File: src/rtl/core/dcr_pkg.sv
// ----------------------------------------------------------------------------
// dcr_pkg
// Shared widths, register codes and pipeline word types for the distance
// constraint relaxation core.
// ----------------------------------------------------------------------------
package dcr_pkg;

    localparam int CW      = 24;                       // coordinate width
    localparam int DW      = CW + 1;                   // difference / length width
    localparam int SQ_W    = 2 * DW;                   // squared length width
    localparam int REST_W  = 23;
    localparam int RESTI_W = 17;
    localparam int TOL_W   = 23;
    localparam int ERR_W   = (DW > REST_W) ? DW : REST_W;
    localparam int P_W     = DW + ERR_W;               // |d| * |err|
    localparam int HALF    = (P_W + 1) / 2;            // split of quotient for gain mult
    localparam int PH_W    = P_W - HALF + RESTI_W;
    localparam int PL_W    = HALF + RESTI_W;
    localparam int SUM_W   = P_W + RESTI_W;
    localparam int RSH     = 16;
    localparam int C_W     = SUM_W - RSH;
    localparam int N_W     = CW + 4;                   // corrected coordinate before clamp

    localparam int SQRT_LAT = DW;
    localparam int DIV_LAT  = P_W;

    localparam int TDATA_W = ((4 * CW + 7) / 8) * 8;

    localparam int CFG_IDX_W  = 2;
    localparam int CFG_DATA_W = REST_W;

    localparam logic [CFG_IDX_W-1:0] CFG_REST_LENGTH = 2'd0;
    localparam logic [CFG_IDX_W-1:0] CFG_RESTITUTION = 2'd1;
    localparam logic [CFG_IDX_W-1:0] CFG_TOLERANCE   = 2'd2;

    localparam logic [REST_W-1:0]  REST_RESET  = 23'd25600;
    localparam logic [RESTI_W-1:0] RESTI_RESET = 17'd32768;
    localparam logic [TOL_W-1:0]   TOL_RESET   = 23'd128;

    // beyond this magnitude every corrected coordinate saturates anyway
    localparam logic [DW:0] CORR_CLAMP = {1'b1, {DW{1'b0}}};

    typedef enum logic [1:0] {
        ST_WITHIN     = 2'd0,
        ST_ADJUSTED   = 2'd1,
        ST_DEGENERATE = 2'd2
    } t_status;

    typedef struct packed {
        logic signed [CW-1:0] ax;
        logic signed [CW-1:0] ay;
        logic signed [CW-1:0] bx;
        logic signed [CW-1:0] by;
        logic [DW-1:0]        dxm;
        logic [DW-1:0]        dym;
        logic                 sx;
        logic                 sy;
        logic                 degen;
        logic                 serr;
        logic                 adj;
        logic [ERR_W-1:0]     emag;
    } t_item;

endpackage

File: src/rtl/core/dcr_isqrt.sv
// ----------------------------------------------------------------------------
// dcr_isqrt
// Pipelined integer square root, floor, one result bit per stage.
// ----------------------------------------------------------------------------
module dcr_isqrt (
    input  logic                    i_clk,
    input  logic                    i_en,
    input  logic [dcr_pkg::SQ_W-1:0] i_n,
    output logic [dcr_pkg::DW-1:0]   o_root
);
    import dcr_pkg::*;

    localparam int R_W = DW + 3;

    logic [R_W-1:0]  r_rem  [0:DW-2];
    logic [SQ_W-1:0] r_n    [0:DW-2];
    logic [DW-1:0]   r_root [0:DW-1];

    for (genvar k = 0; k < DW; k++) begin : g_stage
        logic [R_W-1:0]  rin;
        logic [DW-1:0]   qin;
        logic [SQ_W-1:0] nin;
        logic [R_W-1:0]  rsh;
        logic [R_W-1:0]  trial;
        logic            ge;

        if (k == 0) begin : g_first
            assign rin = '0;
            assign qin = '0;
            assign nin = i_n;
        end else begin : g_next
            assign rin = r_rem[k-1];
            assign qin = r_root[k-1];
            assign nin = r_n[k-1];
        end

        assign rsh   = {rin[R_W-3:0], nin[SQ_W-1 -: 2]};
        assign trial = R_W'({qin, 2'b01});
        assign ge    = (rsh >= trial);

        always_ff @(posedge i_clk) begin
            if (i_en) begin
                r_root[k] <= {qin[DW-2:0], ge};
            end
        end

        if (k < DW - 1) begin : g_carry
            always_ff @(posedge i_clk) begin
                if (i_en) begin
                    r_rem[k] <= ge ? (rsh - trial) : rsh;
                    r_n[k]   <= {nin[SQ_W-3:0], 2'b00};
                end
            end
        end
    end

    assign o_root = r_root[DW-1];

endmodule

File: config.mk
export PLATFORM = sky130hd
export DESIGN_NAME = dcr_isqrt
export DESIGN_NICKNAME = d
export VERILOG_FILES = /design/src/rtl/core/dcr_pkg.sv /design/src/rtl/core/dcr_isqrt.sv
export SDC_FILE = /design/constraint.sdc
export NUM_CORES = 2
export LEC_CHECK = 0
export BUFFER_PORTS_ARGS = -buffer_cell sky130_fd_sc_hd__buf_2
export CAP_MARGIN = 20
export CORE_UTILIZATION = 65
export CTS_BUF_LIST = sky130_fd_sc_hd__clkbuf_8
export DETAILED_ROUTE_END_ITERATION = 6
export MAX_ROUTING_LAYER = met4
export PLACE_DENSITY_LB_ADDON = 0.05
export SYNTH_ARGS = -nofsm -noshare
export SYNTH_HDL_FRONTEND = slang
export SYNTH_SLANG_ARGS = --single-unit
File: constraint.sdc
create_clock -name i_clk -period 4.3 [get_ports i_clk]
set_clock_uncertainty 0.05 [all_clocks]
set_input_delay 0.43 -clock i_clk [delete_from_list [all_inputs] [get_ports i_clk]]
set_output_delay 0.43 -clock i_clk [all_outputs]
set_load 0.05 [all_outputs]
==> metrics.md <==
| Metric | Value |
|---|---|
| Status | `finished with violations` |
| Failing checks | `DRC` |
| Dominant cell type by area after synthesis | `edfxtp_1` |
| Post-route ant nets | `0` |
| Max clock buf depth | `3` |
| Clock sinks | `1514` |
| I/O pin count | `77` |
| # Post-CTS Setup Buffers | `0` |
| Syn_nets | `5692` |
| Full die area | `roughly 0.11 sq mm` |
| Critical Path Start Type | `register` |
| Sw Ratio | `0.282` |
| Area delta synth->final | `10.9%` |
| Critical path buffers and inverters | `0` |
| RSZ-0062 raised after global routing | `false` |
| Area share of the largest cell type after synthesis | `0.652` |
| Initial DRT Pass Iterations | `7` |
| Avg Vias per Cell | `5.71` |
| CTS tree | `yes` |
| Critical path required time | `between 4 and 5 ns` |
| Yosys Warn Count | `0` |
| Core Area | `0.106 sq mm` |
| Nets | `6028` |
| Via Count | `41100` |
| Cell count after synthesis | `5288` |
| Max Cap Viol | `0` |
| Syn avg cell area | `13.2 sq um` |
| First-pass GRT wire length | `205000 um` |
| Post-synthesis cell area | `0.0698 sq mm` |
| Finished Layout Cells | `7210` |
| Initial DRC Count | `2862` |
| Final hold vios | `0` |
| Largest stage delay on the critical path | `0.61 ns` |
| Setup TNS | `0 ns` |
| Min-Delay Path Class | `input port to register` |
| Area contributors post-synth | `edfxtp_1 65%, ha_1 6.3%, xor2_1 3.4%, xnor2_1 2.7%, a21oi_1 2.4%` |
| Simple-gate share of the synthesized area | `0.0952` |
| Crit-path most repeated cell | `or4_1` |
| Setup violators final | `0` |
| Worst skew pair latency | `about 0.9 ns` |
| Peak supply drop | `0.000435 V` |
| Final hold slack | `0.178 ns` |
| Met1 usage | `0.332` |
| Initial antenna violation count | `5` |
| Combinational Power Share | `0.192` |
| Crit-path max FO | `29` |
| Synth cell types | `89` |
| Gr usage total | `0.249` |
| Total grt overflow | `0` |
| Post-synthesis sequential area ratio | `0.652` |
| Ys async rst share | `0` |
| IO buf count | `76` |
| Slew Limit Fails | `0` |
| Crit-path leading delay family | `simple AND/OR/NAND/NOR gates` |
| Total design power | `38.5 mW` |
| Grt met3 use | `0.0420` |
| Final RePlAce weighted congestion | `0.905` |
| H-tree Lvls | `4` |
| Die X | `330 um` |
| Reg clk slew, reported paths | `0.06 ns` |
| Final worst path period need | `between 3 and 4 ns` |
| Slew @ Worst Pin | `1.27 ns` |
| CP cell instances | `or3_1, or4_1, or2_1, or4_1, a211o_1, nand4b_1, nor4_1, xor2_1` |
| Critical path's slowest cell | `a211o_1` |
| Final period util | `0.834` |
| Post-DP HPWL | `91000 um` |
| DR WL/cell | `18.1 um` |
| Flop pwr share | `0.513` |
| Vias in the first global route | `around 40000` |
| Multiplexer share of the synthesized area | `0.0102` |
| Compound-cell area share of the yosys netlist | `0.0909` |
| Dpl cells | `6730` |
| Initial Utilization | `0.659` |
| P_leak | `30.3 nW` |
| # hold bufs at CTS | `51` |
| Clk pwr share | `0.295` |
| Most used routing layer | `met2` |
| Crit end category | `register` |
| Synth top cells by count | `1514 x edfxtp_1, 429 x inv_1, 352 x ha_1` |
| CTS Root Cell | `clkbuf_8` |
| Post-CTS sizing | `0` |
| CP arrival | `just over 4 ns` |
| Chip height | `330 um` |
| Internal power | `27.6 mW` |
| CTS buffer count | `231` |
| DRC | `1` |
| WL final | `130000 um` |
| F_max | `279 MHz` |
| Largest net degree at the start of global routing | `132` |
| Largest family of logic cells by synthesized area | `simple AND/OR/NAND/NOR gates` |
| Power per standard cell area | `498 mW/mm^2` |
| XOR/XNOR Fraction of Synth Area | `0.0606` |
| Post-synth EDFFs | `1514` |
| Ys flop type | `edfxtp_1` |
| Synth Register Bits | `1514` |
| NetSw | `10.9 mW` |
| Share of cells above drive strength 1 | `0.0934` |
| Place WS | `0.753 ns` |
| Worst Slack Setup Final | `approximately 0.71 ns` |
| GR met2 Demand/Resource | `0.388` |
| Setup CP Type | `register to register` |
| Slew HR | `0.152` |
| Adder-Cell Fraction of Synth Area | `0.0631` |
| FP Rows | `119` |
| Most frequent cell after synthesis | `edfxtp_1` |
metrics by stage:
step / area (sq um) / utilization
final: 77300 / 0.731
after detailed placement: 72300 / 0.683
after floorplan: 69800 / -
after global placement: 72300 / 0.683
after CTS: 77300 / 0.730
after global routing: 77300 / 0.731
layout by cell type (no fill, tap or decap), types with 69 or more instances in the layout:
cell type	n
ha_1	352
xor2_1	267
o21a_1	71
clkbuf_8	232
nand2b_1	73
nor3_1	130
nor2_1	337
nand3_1	76
buf_2	75
xnor2_1	216
a21oi_1	330
nand2_1	315
o21ai_0	264
nor4_1	69
a21o_1	113
edfxtp_1	1514
inv_1	500
final timing paths:
check,endpoint,slack [ns],start,depth (start not counted)
max,r_rem[1][189],0.71,r_rem[1][154],8
min,r_n[0][42],0.18,i_n[42],2
max reg2reg,r_rem[1][189],0.71,r_rem[1][154],8
min reg2reg,r_n[1][332],0.35,r_n[1][282],0
metal layers:
| layer | vias up | share of wire |
|---|---|---|
| li1 | 20300 | - |
| met1 | 19500 | 0.45 |
| met2 | 1160 | 0.47 |
| met3 | 242 | 0.059 |
| met4 | 0 | 0.029 |
| met5 | - | 0 |
sequential cells by signal (all words and copies together), names as in the netlist:
signal	cells
r_n	600
r_root	325
r_rem	589
logic make-up after synthesis:
family	count (synthesis)
AO/OA/AOI/OAI	1028
XOR/XNOR	483
adder cells (fa/ha/maj)	352
buffers and inverters	519
flip-flops	1514
multiplexers	64
other	1
AND/OR/NAND/NOR	1327
power groups by stage:
| stage | combinational (mW) | sequential, mW | clock, mW |
|---|---|---|---|
| 5_1_grt | 8.22 | 19.9 | 12.3 |
| 3_3_place_gp | 7.19 | 20.0 | 0 |
| 2_1_floorplan | 5.49 | 19.6 | 0 |
| 4_1_cts | 7.38 | 19.7 | 11.7 |
| 3_5_place_dp | 7.28 | 20.0 | 0 |
| 6_report | 7.40 | 19.7 | 11.4 |
cell type report:
type	instances	area (sq um)
diodes	6	15.0
fillers	6924	28500
flip-flops and latches	1514	45500
well taps	1391	1740
inverters	430	1610
clock buffers	232	3190
clock inverters	190	1260
repair buffers	192	1650
multi-input cells	3255	22400
worst register-to-register path: stages (launching register included):
cell and delay [ns]:
edfxtp_1 0.45, or3_1 0.43, or4_1 0.43, or2_1 0.27, or4_1 0.51, a211o_1 0.61
nand4b_1 0.34, nor4_1 0.08, xor2_1 0.15
(Power assumes the default switching activity.)
